## src/rtl/ohp_pkg.sv

```systemverilog
// ----------------------------------------------------------------------------
// Object header parser package
// Phase codes, object type codes, header constants and control state type.
// ----------------------------------------------------------------------------
package ohp_pkg;

  localparam int DEFAULT_LENGTH_BITS = 32;

  typedef enum logic [1:0] {
    PH_TYPE    = 2'd0,
    PH_SIZE    = 2'd1,
    PH_CONTENT = 2'd2
  } phase_t;

  typedef enum logic [1:0] {
    OBJ_BLOB   = 2'd0,
    OBJ_TREE   = 2'd1,
    OBJ_COMMIT = 2'd2
  } obj_type_t;

  localparam logic [7:0] CH_NUL   = 8'h00;
  localparam logic [7:0] CH_SPACE = 8'h20;
  localparam logic [7:0] CH_ZERO  = 8'h30;
  localparam logic [7:0] CH_NINE  = 8'h39;

  localparam int NUM_TYPES = 3;

  // Type names, padded with NUL up to eight positions.
  localparam logic [7:0] TYPE_NAME [NUM_TYPES][8] = '{
    '{8'h62, 8'h6c, 8'h6f, 8'h62, 8'h00, 8'h00, 8'h00, 8'h00},
    '{8'h74, 8'h72, 8'h65, 8'h65, 8'h00, 8'h00, 8'h00, 8'h00},
    '{8'h63, 8'h6f, 8'h6d, 8'h6d, 8'h69, 8'h74, 8'h00, 8'h00}
  };
  localparam logic [2:0] TYPE_LEN [NUM_TYPES] = '{3'd4, 3'd4, 3'd6};

  typedef struct packed {
    phase_t          phase;
    logic [2:0]      type_pos;
    logic [2:0]      type_cand;
    obj_type_t       matched;
    logic [1:0]      digit_cnt;
    logic            lead_zero;
    logic            err;
  } ohp_ctrl_t;

  localparam ohp_ctrl_t CTRL_RESET = '{
    phase:     PH_TYPE,
    type_pos:  3'd0,
    type_cand: 3'b111,
    matched:   OBJ_BLOB,
    digit_cnt: 2'd0,
    lead_zero: 1'b0,
    err:       1'b0
  };

endpackage

```

## src/rtl/object_header_parser_top.sv

```systemverilog
// A byte accepted into the input register shows its result from the result register.
// One byte per cycle unless res_ready stalls; the parse state updates once per byte.
// The input register holds one byte while the result register waits on res_ready.
// Reset (rst, synchronous): drops both stages and returns the parser to the type field.
// ----------------------------------------------------------------------------
// Object header parser top level
// Checks a "type size NUL" header, passes content through and reports status.
// ----------------------------------------------------------------------------
module object_header_parser_top #(
  parameter int LENGTH_BITS = ohp_pkg::DEFAULT_LENGTH_BITS
) (
  input  logic        clk,
  input  logic        rst,
  input  logic        raw_valid,
  output logic        raw_ready,
  input  logic [7:0]  raw_byte,
  input  logic        last_byte,
  output logic        res_valid,
  input  logic        res_ready,
  output logic [7:0]  content_byte,
  output logic        content_valid,
  output logic        done_res,
  output logic        status,
  output logic [1:0]  object_type,
  output logic [31:0] header_size
);
  import ohp_pkg::*;

  ohp_ctrl_t              ctrl;
  ohp_ctrl_t              ctrl_next;
  logic [LENGTH_BITS-1:0] acc;
  logic [LENGTH_BITS-1:0] acc_next;
  logic [LENGTH_BITS-1:0] cnt;
  logic [LENGTH_BITS-1:0] cnt_next;

  logic                   hold_valid;
  logic [7:0]             hold_byte;
  logic                   hold_last;
  logic                   advance;

  logic [7:0]             step_byte;
  logic                   step_valid;
  logic                   step_done;
  logic                   step_status;
  logic [1:0]             step_type;
  logic [31:0]            step_size;

  assign advance   = hold_valid && (!res_valid || res_ready);
  assign raw_ready = !hold_valid || advance;

  ohp_step #(
    .LENGTH_BITS(LENGTH_BITS)
  ) u_step (
    .ctrl          (ctrl),
    .acc           (acc),
    .cnt           (cnt),
    .raw_byte      (hold_byte),
    .last_byte     (hold_last),
    .ctrl_next     (ctrl_next),
    .acc_next      (acc_next),
    .cnt_next      (cnt_next),
    .content_byte  (step_byte),
    .content_valid (step_valid),
    .done_res      (step_done),
    .status        (step_status),
    .object_type   (step_type),
    .header_size   (step_size)
  );

  // input register
  always_ff @(posedge clk) begin
    if (rst) begin
      hold_valid <= 1'b0;
    end else if (raw_ready) begin
      hold_valid <= raw_valid;
    end
    if (raw_valid && raw_ready) begin
      hold_byte <= raw_byte;
      hold_last <= last_byte;
    end
  end

  // parse state, advanced once per byte
  always_ff @(posedge clk) begin
    if (rst) begin
      ctrl <= CTRL_RESET;
      acc  <= '0;
      cnt  <= '0;
    end else if (advance) begin
      ctrl <= ctrl_next;
      acc  <= acc_next;
      cnt  <= cnt_next;
    end
  end

  // result register
  always_ff @(posedge clk) begin
    if (rst) begin
      res_valid <= 1'b0;
    end else if (advance) begin
      res_valid <= 1'b1;
    end else if (res_ready) begin
      res_valid <= 1'b0;
    end
    if (advance) begin
      content_byte  <= step_byte;
      content_valid <= step_valid;
      done_res      <= step_done;
      status        <= step_status;
      object_type   <= step_type;
      header_size   <= step_size;
    end
  end

endmodule

```

## src/rtl/ohp_step.sv

```systemverilog
// ----------------------------------------------------------------------------
// Object header parser step
// Next-state and result logic for one byte against the current parse state.
// ----------------------------------------------------------------------------
module ohp_step #(
  parameter int LENGTH_BITS = ohp_pkg::DEFAULT_LENGTH_BITS
) (
  input  ohp_pkg::ohp_ctrl_t     ctrl,
  input  logic [LENGTH_BITS-1:0] acc,
  input  logic [LENGTH_BITS-1:0] cnt,
  input  logic [7:0]             raw_byte,
  input  logic                   last_byte,
  output ohp_pkg::ohp_ctrl_t     ctrl_next,
  output logic [LENGTH_BITS-1:0] acc_next,
  output logic [LENGTH_BITS-1:0] cnt_next,
  output logic [7:0]             content_byte,
  output logic                   content_valid,
  output logic                   done_res,
  output logic                   status,
  output logic [1:0]             object_type,
  output logic [31:0]            header_size
);
  import ohp_pkg::*;

  localparam logic [LENGTH_BITS-1:0] LEN_MAX = {LENGTH_BITS{1'b1}};

  ohp_ctrl_t               ctrl_upd;
  logic [LENGTH_BITS-1:0]  acc_upd;
  logic [LENGTH_BITS-1:0]  cnt_upd;
  logic [7:0]              digit_raw;
  logic [3:0]              digit;
  logic                    is_digit;
  logic [LENGTH_BITS+3:0]  acc_ext;
  logic [LENGTH_BITS+3:0]  scaled;
  logic                    size_ovf;
  logic [LENGTH_BITS+31:0] size_ext;

  // acc * 10 + digit, with the top four bits flagging overflow
  always_comb begin
    digit_raw = raw_byte - CH_ZERO;
    digit     = digit_raw[3:0];
    is_digit  = (raw_byte >= CH_ZERO) && (raw_byte <= CH_NINE);
    acc_ext   = {4'b0000, acc};
    scaled    = (acc_ext << 3) + (acc_ext << 1) + {{LENGTH_BITS{1'b0}}, digit};
    size_ovf  = |scaled[LENGTH_BITS+3:LENGTH_BITS];
  end

  // Next state for this byte
  always_comb begin
    ctrl_upd = ctrl;
    acc_upd  = acc;
    cnt_upd  = cnt;
    unique case (ctrl.phase)
      PH_TYPE: begin
        if (raw_byte == CH_SPACE) begin
          ctrl_upd.err = 1'b1;
          for (int k = 0; k < NUM_TYPES; k++) begin
            if (ctrl.type_cand[k] && (TYPE_LEN[k] == ctrl.type_pos)) begin
              ctrl_upd.matched = obj_type_t'(2'(k));
              ctrl_upd.err     = ctrl.err;
            end
          end
          ctrl_upd.phase = PH_SIZE;
        end else if (raw_byte == CH_NUL) begin
          ctrl_upd.err   = 1'b1;
          ctrl_upd.phase = PH_CONTENT;
        end else begin
          for (int k = 0; k < NUM_TYPES; k++) begin
            if ((ctrl.type_pos >= TYPE_LEN[k]) || (TYPE_NAME[k][ctrl.type_pos] != raw_byte)) begin
              ctrl_upd.type_cand[k] = 1'b0;
            end
          end
          if (ctrl.type_pos != 3'd7) begin
            ctrl_upd.type_pos = ctrl.type_pos + 3'd1;
          end
        end
      end
      PH_SIZE: begin
        if (raw_byte == CH_NUL) begin
          if ((ctrl.digit_cnt == 2'd0) || (ctrl.lead_zero && (ctrl.digit_cnt == 2'd2))) begin
            ctrl_upd.err = 1'b1;
          end
          ctrl_upd.phase = PH_CONTENT;
        end else if (is_digit) begin
          if ((ctrl.digit_cnt == 2'd0) && (digit == 4'd0)) begin
            ctrl_upd.lead_zero = 1'b1;
          end
          if (ctrl.digit_cnt != 2'd2) begin
            ctrl_upd.digit_cnt = ctrl.digit_cnt + 2'd1;
          end
          if (size_ovf) begin
            ctrl_upd.err = 1'b1;
            acc_upd      = LEN_MAX;
          end else begin
            acc_upd = scaled[LENGTH_BITS-1:0];
          end
        end else begin
          ctrl_upd.err = 1'b1;
        end
      end
      default: begin
        // content, and the unused phase code
        if (cnt == LEN_MAX) begin
          ctrl_upd.err = 1'b1;
        end else begin
          cnt_upd = cnt + 1'b1;
        end
      end
    endcase
  end

  // Results, and return to the start state after the last byte
  always_comb begin
    size_ext      = {32'd0, acc_upd};
    content_valid = (ctrl.phase != PH_TYPE) && (ctrl.phase != PH_SIZE);
    content_byte  = content_valid ? raw_byte : 8'd0;
    done_res      = last_byte;
    status        = 1'b0;
    object_type   = 2'd0;
    header_size   = 32'd0;
    ctrl_next     = ctrl_upd;
    acc_next      = acc_upd;
    cnt_next      = cnt_upd;
    if (last_byte) begin
      status = ctrl_upd.err || (ctrl_upd.phase == PH_TYPE) || (ctrl_upd.phase == PH_SIZE) ||
               (cnt_upd != acc_upd);
      object_type   = ctrl_upd.matched;
      header_size   = size_ext[31:0];
      ctrl_next     = CTRL_RESET;
      acc_next      = '0;
      cnt_next      = '0;
    end
  end

endmodule

```

## config.mk

```make
export PLATFORM = sky130hd
export DESIGN_NAME = object_header_parser_top
export DESIGN_NICKNAME = d
export VERILOG_FILES = /design/src/rtl/ohp_pkg.sv /design/src/rtl/object_header_parser_top.sv /design/src/rtl/ohp_step.sv
export SDC_FILE = /design/constraint.sdc
export NUM_CORES = 1
export LEC_CHECK = 0
export CORE_UTILIZATION = 59
export DETAILED_ROUTE_END_ITERATION = 16
export DONT_BUFFER_PORTS = 1
export PLACE_DENSITY = 0.78
export SLEW_MARGIN = 30
export SYNTH_ARGS = -nofsm -noshare
export SYNTH_HDL_FRONTEND = slang
export SYNTH_SLANG_ARGS = --single-unit
```

## constraint.sdc

```tcl
create_clock -name clk -period 4.4 [get_ports clk]
set_input_delay 0.66 -clock clk [delete_from_list [all_inputs] [get_ports clk]]
set_output_delay 0.66 -clock clk [all_outputs]
set_load 0.005 [all_outputs]
```

==> run_results.csv <==
group,metric,value,unit
clock_tree,path_clk_slew,70,ps
place,gp_congestion,1.04,
global_routing,grt_start_max_net_pins,78,
setup_path,cp-endpoint,"status",
yosys,synthFlopType,"dfxtp_1",
layout,area_growth_syn_to_layout,17.7,%
yosys,ys_types,87,
yosys,ys_seq_area_share,32.4,%
setup_path,worst_r2r_endpoint,"status",
pwr,p_per_area,248,nW/µm²
setup_path,cp-start-kind,"flip-flop",
layout,drive_gt1_share,17.5,%
yosys,synth_most_common_cell,"nor2_1",
clock_tree,cts_tree,"built",
global_routing,grtUsageMet1,55.5,%
layout,final_nets,1380,
sta,max_freq,0.230,GHz
global_routing,grt_pass1_wl,53300,µm
route,viasPerCell,6.70,
clock_tree,postCtsHoldBufs,0,
die,die-area,17400,µm²
yosys,synth-warning-count,0,
layout,postLayoutCellArea,11700,µm²
setup_path,r2r_setup_slack,50,ps
global_routing,met3_usage,6.34,%
setup_path,r2r-start,"hold_byte[2]",
setup_path,crit_required,4560,ps
clock_tree,cts_buffers,17,
die,start_util,60.2,%
global_routing,busiest_layer,"met2",
setup_path,r2r_cells,15,
route,first_pass_iters,7,
layout,fin_util,70.9,%
run,drv_cap,0,
setup_path,cp-end-kind,"flip-flop",
sta,final-hold-violation-count,0,
route,wl,34900,µm
global_routing,grtUsageTotal,39.7,%
yosys,synth_top_area_cell,"edfxtp_1",
yosys,syn_area,9950,µm²
sta,timing.hold.ws,302,ps
route,vias,10200,
global_routing,grt_util_met2,60.5,%
setup_path,crit_fanout,2,
die,std_cell_rows,47,
global_routing,antenna_found_initial,0,
die,coreArea,16500,µm²
global_routing,grt_pass1_vias,9340,
pwr,p_leak,4.74,nW
yosys,synth_edf_count,54,
yosys,syn_inst,1201,
sta,clock_skew,9.92,ps
layout,antenna_cells,0,
place,io_buffers,0,
sta,period_share,98.9,%
yosys,ys_ff_latch,134,
clock_tree,htreeDepth,4,
global_routing,overflow,0,
route,avgRoutedWirePerCell,22.9,µm
clock_tree,clk_path_buf_depth,2,
status,status,"complete, no violations",
die,die-height,132,µm
setup_path,crit_type,"flip-flop to flip-flop",
die,ioPinCount,60,
place,placed_area,10900,µm²
yosys,syn_avg_cell_area,8.29,µm²
route,drc,0,
place,place_hpwl,26100,µm
pwr,vdd_drop_max,0.250,mV
yosys,netlist.area_leader.share,16.3,%
sta,maxSlewHeadroom,33.5,%
die,dieWidth,132,µm
setup_path,worst_setup_path_startpoint,"hold_byte[2]",
sta,worst_pin_slew,996,ps
yosys,synth_common_cells,"nor2_1 (160), a21oi_1 (98), nand2_1 (86), dfxtp_1 (80), ha_1 (73)",
route,drt_iter0_drc,1285,
min_path,whs_path_depth,1,
clock_tree,root_buffer,"clkbuf_16",
min_path,hp-class,"input port to flip-flop",
setup_path,cp.arrival,4510,ps
sta,setup_viol,0,
yosys,synthArstFlopShare,0,%
sta,drv_slew,0,
clock_tree,cts_sinks,134,
sta,finalSetupTns,0,ps
sta,min_period,4350,ps
clock_tree,insertion_delay,420,ps
yosys,synth_area_leaders,"edfxtp_1 (16%), dfxtp_1 (16%), ha_1 (9.2%)",
yosys,syn_nets,1289,
route,ant_nets,0,
[power by group]
group          switching (mW)  internal, mW
Sequential             0.0171          1.32
Combinational          0.0831        0.0308
Clock                   0.608         0.853
[repair_timing]
| action | 4_1_cts | 5_1_grt |
|---|---|---|
| buffers inserted | 2 | 3 |
| endpoints found under the setup margin | 1 | 1 |
| pin swaps | 7 | 20 |
| gates resized for setup | 7 | 28 |
[critical path, stage by stage, from the launching register on]
cell	delay, ps
edfxtp_1	400
ha_1	300
ha_2	180
inv_1	60
fa_2	370
nand2b_4	160
a211oi_4	270
nor2_1	90
xor2_1	210
nor2_1	80
mux2_4	270
or4_1	500
or3_1	320
or4_4	430
nor4_4	300
a41oi_2	140
[worst min path at each step]
stage / from / slack (ps) / to
after detailed placement: ctrl[2] / 440 / ctrl[2]
final: rst / 300 / cnt[4]
after global placement: ctrl[2] / 440 / ctrl[2]
after CTS: rst / 300 / cnt[2]
after floorplan: ctrl[2] / 430 / ctrl[2]
after global routing: rst / 300 / cnt[14]
[per-stage QoR]
step | total power [mW] | setup slack [ps] | cells
2_1_floorplan | 1.44 | 16.7 | 1201
3_3_place_gp | 1.46 | -179 | 1488
3_5_place_dp | 1.47 | -236 | 1488
4_1_cts | 2.91 | 13.6 | 1522
5_1_grt | 2.97 | -52.4 | 1525
6_report | 2.91 | 49.7 | 1525
[cells in the final DEF (no fill, tap or decap), types with 14 or more instances in the layout]
| master | netlist | routed |
|---|---|---|
| nand2_1 | 86 | 86 |
| a21oi_1 | 98 | 98 |
| nand4_1 | 21 | 21 |
| and4_1 | 14 | 14 |
| nand3_1 | 34 | 34 |
| o21ai_0 | 64 | 61 |
| inv_1 | 39 | 37 |
| nor2_1 | 160 | 156 |
| clkbuf_16 | 0 | 17 |
| ha_1 | 73 | 71 |
| edfxtp_1 | 54 | 54 |
| and3_1 | 15 | 15 |
| a22oi_1 | 30 | 29 |
| a211oi_1 | 19 | 15 |
| xnor2_1 | 40 | 39 |
| dfxtp_1 | 80 | 79 |
| nor3_1 | 28 | 28 |
| and2_1 | 38 | 38 |
| xor2_1 | 28 | 27 |
| buf_4 | 5 | 139 |
[flip-flops by register name (all words and copies together) (netlist names)]
signal / count
content_valid: 1
cnt: 32
ctrl: 14
header_size: 32
object_type: 2
content_byte: 8
status: 1
res_valid: 1
acc: 32
hold_last: 1
hold_valid: 1
hold_byte: 8
done_res: 1
[layout make-up]
cell class	instances	area (µm²)
clock inverters	14	165
inverters	40	150
well taps	220	275
multi-input cells	959	6410
repair buffers	140	1050
flip-flops and latches	134	3220
clock buffers	18	429
fillers	1302	4810
[cells by family (layout without fill, tap and decap cells)]
kind of cell | count (synthesis) | in the layout | share of synthesized area, %
adders and majority gates | 75 | 75 | 9.58
AOI/OAI and AO/OA | 349 | 349 | 23.3
buffers and inverters | 108 | 212 | 4.78
DFF | 134 | 134 | 32.4
xor gates and xnor gates | 68 | 68 | 5.98
and+or+nand+nor | 457 | 457 | 22.9
muxes | 10 | 10 | 1.08
[layer usage]
metal / wire, µm / vias to the layer above / share of wire (%)
met5: 0 / - / 0
li1: - / 4638 / -
met1: 14200 / 4723 / 41
met3: 4030 / 113 / 12
met4: 1380 / 0 / 4.0
met2: 15300 / 737 / 44
No activity file was read; power rests on OpenSTA's default activity.
